**src/hdl/packet_request_reply_queue_ctrl_defines.svh**
```systemverilog
// ----------------------------------------------------------------------------
// Request/reply queue controller assertion macros
// Shared property wrappers; clock and reset are the top level's port names.
// ----------------------------------------------------------------------------
`ifndef PACKET_REQUEST_REPLY_QUEUE_CTRL_DEFINES_SVH
`define PACKET_REQUEST_REPLY_QUEUE_CTRL_DEFINES_SVH

// same-cycle implication, checked outside reset
`define PRRQ_ASSERT_IMPLY(label, ante, cons, msg) \
   label: assert property (@(posedge clock) disable iff (reset) (ante) |-> (cons)) \
      else $error(msg);

// next-cycle implication, checked outside reset
`define PRRQ_ASSERT_NEXT(label, ante, cons, msg) \
   label: assert property (@(posedge clock) disable iff (reset) (ante) |=> (cons)) \
      else $error(msg);

`endif

```
**src/hdl/prrq_pkg.sv**
```systemverilog
// ----------------------------------------------------------------------------
// Request/reply queue controller package
// Event codes, field widths and the length clamp.
// ----------------------------------------------------------------------------
package prrq_pkg;

   localparam int CMD_WIDTH    = 2;
   localparam int LEN_WIDTH    = 7;
   localparam int SLOT_WIDTH   = 3;
   localparam int CNT_WIDTH    = 8;
   localparam int PACKET_BYTES = 64;

   typedef enum logic [CMD_WIDTH-1:0] {
      CMD_RESET_QUEUES = 2'd0,
      CMD_PKT_RECEIVED = 2'd1,
      CMD_TX_DONE      = 2'd2,
      CMD_PROCESS      = 2'd3
   } cmd_type;

   // clamp a length to the largest packet
   function automatic logic [LEN_WIDTH-1:0] sat_len(input logic [LEN_WIDTH-1:0] v);
      return ({1'b0, v} > CNT_WIDTH'(PACKET_BYTES)) ? LEN_WIDTH'(PACKET_BYTES) : v;
   endfunction

endpackage

```
**src/hdl/packet_request_reply_queue_ctrl.sv**
```systemverilog
// ----------------------------------------------------------------------------
// Request/reply queue controller
// Descriptor bookkeeping for a request ring and a reply ring, one event per item.
// ----------------------------------------------------------------------------
// Usage:
//   req_* channel carries one event per item: req_cmd picks reset queues,
//   packet received, transmit done or process one request; req_rx_length and
//   req_reply_length carry the lengths used by those events.
//   rsp_* channel returns exactly one item per event: receiver arm and
//   handshake writes, the reply upload started (if any) and the request popped
//   (if any), plus the slot the receiver now points at.
//   An accepted item is held in the input register, evaluated in one pass
//   and lands in the result register, from which its result is offered.
//   Throughput is 1 item per cycle while rsp_ready stays high; the ring
//   pointers, counters and the length memories' read ports are all updated
//   in that single pass.
//   Reset (synchronous, active high) empties both rings, marks receiver and
//   sender idle and drops any item in flight. A reset-queues event does the
//   same to the rings and answers with slot 0 armed with ACK.
//   When the receiver stalls rsp_ready, the result holds in its register;
//   the input register still takes one more item, then req_ready drops.
//   The length memories need no clearing pass: only written slots are read.
// ----------------------------------------------------------------------------
`include "packet_request_reply_queue_ctrl_defines.svh"

module packet_request_reply_queue_ctrl
   import prrq_pkg::*;
#(
   parameter int QUEUE_DEPTH = 8
) (
   input  logic                  clock,
   input  logic                  reset,
   // request channel
   input  logic                  req_valid,
   output logic                  req_ready,
   input  logic [CMD_WIDTH-1:0]  req_cmd,
   input  logic [LEN_WIDTH-1:0]  req_rx_length,
   input  logic [LEN_WIDTH-1:0]  req_reply_length,
   // result channel
   output logic                  rsp_valid,
   input  logic                  rsp_ready,
   output logic                  rsp_rx_arm,
   output logic [SLOT_WIDTH-1:0] rsp_rx_slot,
   output logic                  rsp_rx_handshake_write,
   output logic                  rsp_rx_ack,
   output logic                  rsp_upload_valid,
   output logic [SLOT_WIDTH-1:0] rsp_upload_slot,
   output logic [LEN_WIDTH-1:0]  rsp_upload_length,
   output logic                  rsp_request_valid,
   output logic [SLOT_WIDTH-1:0] rsp_request_slot,
   output logic [LEN_WIDTH-1:0]  rsp_request_length,
   output logic [SLOT_WIDTH-1:0] rsp_reply_slot
);

   localparam int IDX_W = $clog2(QUEUE_DEPTH);
   localparam logic [CNT_WIDTH-1:0] DEPTH_CNT = CNT_WIDTH'(QUEUE_DEPTH);

   // wrap a ring index at the queue depth
   function automatic logic [IDX_W-1:0] next_slot(input logic [IDX_W-1:0] i);
      return (i == IDX_W'(QUEUE_DEPTH - 1)) ? '0 : i + 1'b1;
   endfunction

   // ---------------------------------------------------------------------
   // input register
   // ---------------------------------------------------------------------
   logic                 in_valid_ff;
   cmd_type              in_cmd_ff;
   logic [LEN_WIDTH-1:0] in_rx_len_ff;
   logic [LEN_WIDTH-1:0] in_reply_len_ff;

   logic rsp_valid_ff;
   logic advance;

   // move the held item into the result register when that register frees up
   assign advance   = in_valid_ff && (!rsp_valid_ff || rsp_ready);
   assign req_ready = !in_valid_ff || advance;

   always_ff @(posedge clock) begin
      if (reset) begin
         in_valid_ff <= 1'b0;
      end else if (req_ready) begin
         in_valid_ff <= req_valid;
      end
      if (req_valid && req_ready) begin
         in_cmd_ff       <= cmd_type'(req_cmd);
         in_rx_len_ff    <= req_rx_length;
         in_reply_len_ff <= req_reply_length;
      end
   end

   // ---------------------------------------------------------------------
   // ring state
   // ---------------------------------------------------------------------
   logic [IDX_W-1:0]     req_wr_idx_ff, req_wr_idx_in;
   logic [IDX_W-1:0]     req_rd_idx_ff, req_rd_idx_in;
   logic [IDX_W-1:0]     rep_wr_idx_ff, rep_wr_idx_in;
   logic [IDX_W-1:0]     rep_rd_idx_ff, rep_rd_idx_in;
   logic [CNT_WIDTH-1:0] req_push_ff, req_push_in;
   logic [CNT_WIDTH-1:0] req_pop_ff, req_pop_in;
   logic [CNT_WIDTH-1:0] rep_push_ff, rep_push_in;
   logic [CNT_WIDTH-1:0] rep_pop_ff, rep_pop_in;
   logic                 receiver_idle_ff, receiver_idle_in;
   logic                 sender_idle_ff, sender_idle_in;

   // length memories: registered read of the slot at each ring's read index
   logic [LEN_WIDTH-1:0] req_mem [QUEUE_DEPTH];
   logic [LEN_WIDTH-1:0] rep_mem [QUEUE_DEPTH];
   logic [LEN_WIDTH-1:0] req_rd_data_ff;
   logic [LEN_WIDTH-1:0] rep_rd_data_ff;
   logic                 req_we, rep_we;
   logic [LEN_WIDTH-1:0] rx_len_sat, reply_len_sat;

   // ---------------------------------------------------------------------
   // event evaluation
   // ---------------------------------------------------------------------
   logic [CNT_WIDTH-1:0] req_fill;
   logic                 req_full_now, req_full_after_push, req_full_after_pop;
   logic                 rep_pending_after_push;
   logic [LEN_WIDTH-1:0] rep_head;

   logic                 res_rx_arm, res_rx_hs, res_rx_ack;
   logic                 res_up_valid, res_req_valid;
   logic [SLOT_WIDTH-1:0] res_up_slot, res_req_slot, res_reply_slot;
   logic [LEN_WIDTH-1:0] res_up_len, res_req_len;

   assign rx_len_sat    = sat_len(in_rx_len_ff);
   assign reply_len_sat = sat_len(in_reply_len_ff);

   assign req_fill            = req_push_ff - req_pop_ff;
   assign req_full_now        = req_fill >= DEPTH_CNT;
   assign req_full_after_push = CNT_WIDTH'(req_fill + 1'b1) >= DEPTH_CNT;
   assign req_full_after_pop  = CNT_WIDTH'(req_fill - 1'b1) >= DEPTH_CNT;
   assign rep_pending_after_push = CNT_WIDTH'(rep_push_ff + 1'b1) != rep_pop_ff;

   // a reply written by this event may be the one sent right away
   assign rep_head = (in_cmd_ff == CMD_PROCESS && rep_wr_idx_ff == rep_rd_idx_ff) ?
                     reply_len_sat : rep_rd_data_ff;

   always_comb begin
      req_wr_idx_in    = req_wr_idx_ff;
      req_rd_idx_in    = req_rd_idx_ff;
      rep_wr_idx_in    = rep_wr_idx_ff;
      rep_rd_idx_in    = rep_rd_idx_ff;
      req_push_in      = req_push_ff;
      req_pop_in       = req_pop_ff;
      rep_push_in      = rep_push_ff;
      rep_pop_in       = rep_pop_ff;
      receiver_idle_in = receiver_idle_ff;
      sender_idle_in   = sender_idle_ff;
      req_we           = 1'b0;
      rep_we           = 1'b0;
      res_rx_arm       = 1'b0;
      res_rx_hs        = 1'b0;
      res_rx_ack       = 1'b0;
      res_up_valid     = 1'b0;
      res_up_slot      = '0;
      res_up_len       = '0;
      res_req_valid    = 1'b0;
      res_req_slot     = '0;
      res_req_len      = '0;
      res_reply_slot   = '0;
      if (advance) begin
         unique case (in_cmd_ff)
            CMD_RESET_QUEUES: begin
               req_wr_idx_in    = '0;
               req_rd_idx_in    = '0;
               rep_wr_idx_in    = '0;
               rep_rd_idx_in    = '0;
               req_push_in      = '0;
               req_pop_in       = '0;
               rep_push_in      = '0;
               rep_pop_in       = '0;
               receiver_idle_in = 1'b1;
               sender_idle_in   = 1'b1;
               res_rx_arm       = 1'b1;
               res_rx_hs        = 1'b1;
               res_rx_ack       = 1'b1;
            end
            CMD_PKT_RECEIVED: begin
               // a full ring drops the packet event; its result item carries no receiver writes
               if (!req_full_now) begin
                  req_we        = 1'b1;
                  req_wr_idx_in = next_slot(req_wr_idx_ff);
                  req_push_in   = req_push_ff + 1'b1;
                  res_rx_hs     = 1'b1;
                  if (!req_full_after_push) begin
                     res_rx_arm = 1'b1;
                     res_rx_ack = 1'b1;
                  end else begin
                     receiver_idle_in = 1'b1;
                  end
               end
            end
            CMD_TX_DONE: begin
               if (rep_push_ff != rep_pop_ff) begin
                  res_up_valid  = 1'b1;
                  res_up_slot   = SLOT_WIDTH'(rep_rd_idx_ff);
                  res_up_len    = rep_head;
                  rep_rd_idx_in = next_slot(rep_rd_idx_ff);
                  rep_pop_in    = rep_pop_ff + 1'b1;
               end else begin
                  sender_idle_in = 1'b1;
               end
            end
            CMD_PROCESS: begin
               if (req_push_ff != req_pop_ff) begin
                  res_req_valid  = 1'b1;
                  res_req_slot   = SLOT_WIDTH'(req_rd_idx_ff);
                  res_req_len    = req_rd_data_ff;
                  res_reply_slot = SLOT_WIDTH'(rep_wr_idx_ff);
                  rep_we         = 1'b1;
                  req_rd_idx_in  = next_slot(req_rd_idx_ff);
                  req_pop_in     = req_pop_ff + 1'b1;
                  // re-arm a receiver that paused on a full ring
                  if (receiver_idle_ff && !req_full_after_pop) begin
                     receiver_idle_in = 1'b0;
                     res_rx_arm       = 1'b1;
                     res_rx_hs        = 1'b1;
                     res_rx_ack       = 1'b1;
                  end
                  rep_wr_idx_in = next_slot(rep_wr_idx_ff);
                  rep_push_in   = rep_push_ff + 1'b1;
                  // kick an idle sender
                  if (sender_idle_ff && rep_pending_after_push) begin
                     sender_idle_in = 1'b0;
                     res_up_valid   = 1'b1;
                     res_up_slot    = SLOT_WIDTH'(rep_rd_idx_ff);
                     res_up_len     = rep_head;
                     rep_rd_idx_in  = next_slot(rep_rd_idx_ff);
                     rep_pop_in     = rep_pop_ff + 1'b1;
                  end
               end
            end
            default: begin
            end
         endcase
      end
   end

   always_ff @(posedge clock) begin
      if (reset) begin
         req_wr_idx_ff    <= '0;
         req_rd_idx_ff    <= '0;
         rep_wr_idx_ff    <= '0;
         rep_rd_idx_ff    <= '0;
         req_push_ff      <= '0;
         req_pop_ff       <= '0;
         rep_push_ff      <= '0;
         rep_pop_ff       <= '0;
         receiver_idle_ff <= 1'b1;
         sender_idle_ff   <= 1'b1;
      end else begin
         req_wr_idx_ff    <= req_wr_idx_in;
         req_rd_idx_ff    <= req_rd_idx_in;
         rep_wr_idx_ff    <= rep_wr_idx_in;
         rep_rd_idx_ff    <= rep_rd_idx_in;
         req_push_ff      <= req_push_in;
         req_pop_ff       <= req_pop_in;
         rep_push_ff      <= rep_push_in;
         rep_pop_ff       <= rep_pop_in;
         receiver_idle_ff <= receiver_idle_in;
         sender_idle_ff   <= sender_idle_in;
      end
   end

   // prefetch the slot at the next read index; forward a same-cycle write
   always_ff @(posedge clock) begin
      if (req_we) begin
         req_mem[req_wr_idx_ff] <= rx_len_sat;
      end
      if (req_we && req_wr_idx_ff == req_rd_idx_in) begin
         req_rd_data_ff <= rx_len_sat;
      end else begin
         req_rd_data_ff <= req_mem[req_rd_idx_in];
      end
   end

   always_ff @(posedge clock) begin
      if (rep_we) begin
         rep_mem[rep_wr_idx_ff] <= reply_len_sat;
      end
      if (rep_we && rep_wr_idx_ff == rep_rd_idx_in) begin
         rep_rd_data_ff <= reply_len_sat;
      end else begin
         rep_rd_data_ff <= rep_mem[rep_rd_idx_in];
      end
   end

   // ---------------------------------------------------------------------
   // result register
   // ---------------------------------------------------------------------
   logic                  rx_arm_ff, rx_hs_ff, rx_ack_ff;
   logic [SLOT_WIDTH-1:0] rx_slot_ff;
   logic                  up_valid_ff, req_valid_out_ff;
   logic [SLOT_WIDTH-1:0] up_slot_ff, req_slot_ff, reply_slot_ff;
   logic [LEN_WIDTH-1:0]  up_len_ff, req_len_ff;

   always_ff @(posedge clock) begin
      if (reset) begin
         rsp_valid_ff <= 1'b0;
      end else if (advance) begin
         rsp_valid_ff <= 1'b1;
      end else if (rsp_ready) begin
         rsp_valid_ff <= 1'b0;
      end
      if (advance) begin
         rx_arm_ff        <= res_rx_arm;
         rx_slot_ff       <= SLOT_WIDTH'(req_wr_idx_in);
         rx_hs_ff         <= res_rx_hs;
         rx_ack_ff        <= res_rx_ack;
         up_valid_ff      <= res_up_valid;
         up_slot_ff       <= res_up_slot;
         up_len_ff        <= res_up_len;
         req_valid_out_ff <= res_req_valid;
         req_slot_ff      <= res_req_slot;
         req_len_ff       <= res_req_len;
         reply_slot_ff    <= res_reply_slot;
      end
   end

   assign rsp_valid              = rsp_valid_ff;
   assign rsp_rx_arm             = rx_arm_ff;
   assign rsp_rx_slot            = rx_slot_ff;
   assign rsp_rx_handshake_write = rx_hs_ff;
   assign rsp_rx_ack             = rx_ack_ff;
   assign rsp_upload_valid       = up_valid_ff;
   assign rsp_upload_slot        = up_slot_ff;
   assign rsp_upload_length      = up_len_ff;
   assign rsp_request_valid      = req_valid_out_ff;
   assign rsp_request_slot       = req_slot_ff;
   assign rsp_request_length     = req_len_ff;
   assign rsp_reply_slot         = reply_slot_ff;

   // ---------------------------------------------------------------------
   // assertions
   // ---------------------------------------------------------------------
   `PRRQ_ASSERT_IMPLY(a_req_fill_bound, 1'b1, req_fill <= DEPTH_CNT, "request ring overfilled")
   `PRRQ_ASSERT_IMPLY(a_idle_sender_empty, sender_idle_ff,
                      rep_push_ff == rep_pop_ff, "idle sender with pending reply")
   `PRRQ_ASSERT_NEXT(a_advance_shows_result, advance, rsp_valid_ff, "advanced item not presented")

endmodule

```
**config.mk**
```make
export PLATFORM = sky130hd
export DESIGN_NAME = packet_request_reply_queue_ctrl
export DESIGN_NICKNAME = d
export VERILOG_FILES = /design/src/hdl/prrq_pkg.sv /design/src/hdl/packet_request_reply_queue_ctrl.sv
export VERILOG_INCLUDE_DIRS = /design/src /design/src/hdl
export SDC_FILE = /design/constraint.sdc
export NUM_CORES = 1
export LEC_CHECK = 0
export ABC_AREA = 1
export BUFFER_PORTS_ARGS = -buffer_cell sky130_fd_sc_hd__buf_2
export CAP_MARGIN = 20
export CORE_ASPECT_RATIO = 1.1
export CORE_UTILIZATION = 64
export CTS_CLUSTER_DIAMETER = 120
export DETAILED_ROUTE_END_ITERATION = 8
export HOLD_SLACK_MARGIN = 0.08
export PLACE_DENSITY = 0.87
export SETUP_SLACK_MARGIN = 0.2
export SLEW_MARGIN = 10
export SYNTH_ARGS = -nofsm -noshare
export SYNTH_HDL_FRONTEND = slang
export SYNTH_SLANG_ARGS = --single-unit
```
**constraint.sdc**
```tcl
create_clock -name clock -period 6.6 [get_ports clock]
set_input_delay 1.65 -clock clock [delete_from_list [all_inputs] [get_ports clock]]
set_output_delay 1.65 -clock clock [all_outputs]
set_load 0.05 [all_outputs]
```
==> impl_results.md <==
* Status: completed
* Setup CP Type: in -> out
* Final WL at approximately 21000 µm
* Leakage at 0.00419 µW
* Xor-xnor portion of the synthesized cell area at 0.0224
* Synth Net Count at approximately 1.0k
* Drt initial violations at approximately 840
* Fin Clk Skew at between 0.015 and 0.02 ns
* P&R area growth vs syn at 11.7%
* Row cnt at 46
* Synth area leaders: edfxtp_1 49%, dfxtp_1 11%, nand2_1 5.4%
* Num CTS Buffers at 21
* Hpwl dp at 14200 µm
* CP arrival at ~2.1 ns
* H-tree Lvls at 1
* Ant diodes at 0
* Share of cells above drive strength 1 at 0.133
* Placed insts at around 1.2k
* Gpl congestion at 0.892
* Register area share after synthesis at 0.599
* CTS resizes at 0
* Tcrit/Tclk final at 0.575
* Post-synthesis mux area share at 0.0158
* CTS tree: built
* Slew HR at 0.281
* Syn Std Cell Area at 9720 µm²
* CP required at 4.95 ns
* DRC at 0
* Clock Tree Root: clkbuf_16
* Post-route design area at 10900 µm²
* Core Util, Final at 0.743
* Worst skew pair latency at 0.50 ns
* Initial antenna violation count at 0
* Yosys warns at 0
* Final Max Tran Viols at 0
* Yosys cell types at 49
* I/O pin cnt at 53
* Clock buffer depth at 3
* Total global-route track usage at 0.278
* Post-synth EDFFs at 158
* Asr flop ratio synth at 0
* Routed WL per cell at between 15 and 20 µm
* Most used DFF post-synth: edfxtp_1
* Compound-cell area share of the yosys netlist at 0.0971
* Synth Area in Simple Gates at 0.173
* Core Area at 14600 µm²
* Crit path from: rsp_ready
* Total congestion overflow at 0
* Nets at 1061
* Largest area contributor in the netlist: edfxtp_1
* Vias per inst at 5.89
* Number of max-cap violations at 0
* Fin cells at roughly 1.2k
* Vias in the first global route at slightly below 7k
* Clk pin slew, worst setup/hold paths at 0.06 ns
* Die height at 131 µm
* Crit Path Max Fanout at 3
* Reg-to-reg critical path startpoint: req_push_ff[0]$_SDFFE_PP0P_
* Die Footprint at around 16000 µm²
* Register bit total from synthesis at 212
* Port buffer count at 52
* Hold Crit Start: receiver_idle_ff$_SDFFE_PP1P_
* Synth Instances at 960
* Setup violators final at 0
* Largest net degree at the start of global routing at 42
* Largest family of logic cells by synthesized area: simple AND/OR/NAND/NOR gates
* Mean post-synth cell area at between 10 and 15 µm²
* Antenna-violating nets left at 0
* Crit start category: input pin
* Post-Route Setup TNS at 0 ns
* Synth Area in Adders at 0.0330
* Power per Cell Area at 256 nW/µm²
* Hold-fix buffers, CTS at 0
* Post-CTS Setup Bufs at 0
* Hold Vio Cnt, Final at 0
* First-pass DRT Iterations at 6
* Setup crit end kind: output pin
* Unrepaired setup endpoints after global routing: no
* Max Freq at 264 MHz
* Slew of the pin with the lowest slew margin at 1.07 ns
* Die Wd at between 100 and 150 µm
* Number of clock sinks at 212
* Peak supply drop at 0.000212 V
* Starting Density at 0.665
* Top cell type's share of synthesized area at 0.488
* Worst hold path class: reg -> reg
* DR vias at ~7k
* Area of placed instances at between 10000 and 15000 µm²
* First-pass GRT wire length at 34500 µm
* Fin crit period at ~3.8 ns
-- cell usage after synthesis, drive strengths merged, types with 4 or more instances --
cell and number:
a211oi 4, a21oi 61, a31oi 10, buf 8, clkbuf 22, dfxtp 54, edfxtp 158, ha 24
inv 115, mux2i 12, nand2 151, nand3 47, nand4 16, nor2 112, nor3 21, nor3b 4
nor4 10, o211ai 6, o21ai 75, o22ai 8, or2 6, xnor2 12, xor2 12
-- worst max-delay path, stage by stage --
cell and delay, ns:
buf_2 0.10, inv_1 0.07, nand3_1 0.10, buf_2 0.23
-- cell families (layout without fill, tap and decap cells) --
family	Yosys count	count (layout)
AO/OA/AOI/OAI	170	170
XOR/XNOR	24	24
adder cells (fa/ha/maj)	25	25
buffers and inverters	147	218
flip-flops	212	212
multiplexers	15	15
AND/OR/NAND/NOR	367	367
-- cell type report --
type                    instances  area (µm²)
flip-flops and latches        212        5830
fillers                       908        3760
multi-input cells             601        3310
clock buffers                  26         574
inverters                     117         442
repair buffers                 63         343
well taps                     192         240
clock inverters                12         124
-- path summary, 6_finish.rpt --
kind                            slack (ns)  cells past startpoint                            end
worst min register to register        0.46                      2  receiver_idle_ff$_SDFFE_PP1P_
worst max-delay path                  2.81                      4                      req_ready
worst max register to register        3.15                     11        req_mem[5][6]$_DFFE_PP_
worst min-delay path                  0.46                      2  receiver_idle_ff$_SDFFE_PP1P_
-- metrics by stage --
| stage | setup slack [ns] | hold WS, ns | power [µW] |
|---|---|---|---|
| floorplan | 2.84 | 0.426 | 1570 |
| global placement | 2.83 | 0.444 | 1610 |
| detailed placement | 2.81 | 0.453 | 1610 |
| CTS | 2.80 | 0.465 | 2780 |
| global route | 2.77 | 0.494 | 2840 |
| finish | 2.81 | 0.463 | 2780 |
-- flip-flops by register name, indices dropped and copies added (netlist names), 8 cells and up, named ones only --
signal       flops
rep_mem         56
req_mem         56
rep_pop_ff       8
rep_push_ff      8
req_pop_ff       8
req_push_ff      8
-- cell usage in the layout (no fill, tap or decap), types with 16 or more instances in the layout --
master	instances
buf_2	52
inv_1	110
nand2_1	141
dfxtp_1	54
o21ai_0	69
nand3_1	44
nand4_1	16
clkbuf_16	21
edfxtp_1	158
a21oi_1	59
nor3_1	19
nor2_1	107
ha_1	24
-- metal layers --
metal  vias to the layer above  global-route usage  share of wire
li1                       3407                   -              -
met1                      3383               0.351           0.39
met2                       351               0.478           0.50
met3                        63              0.0417          0.073
met4                         0               0.116          0.034
met5                         -                   0              0
-- power by group --
part           switching (µW)  internal, µW  total [µW]
combinational             101          27.6         129
clock                     489           700        1190
sequential               9.32          1450        1460
Note: power is estimated with default switching activity, not from simulation.
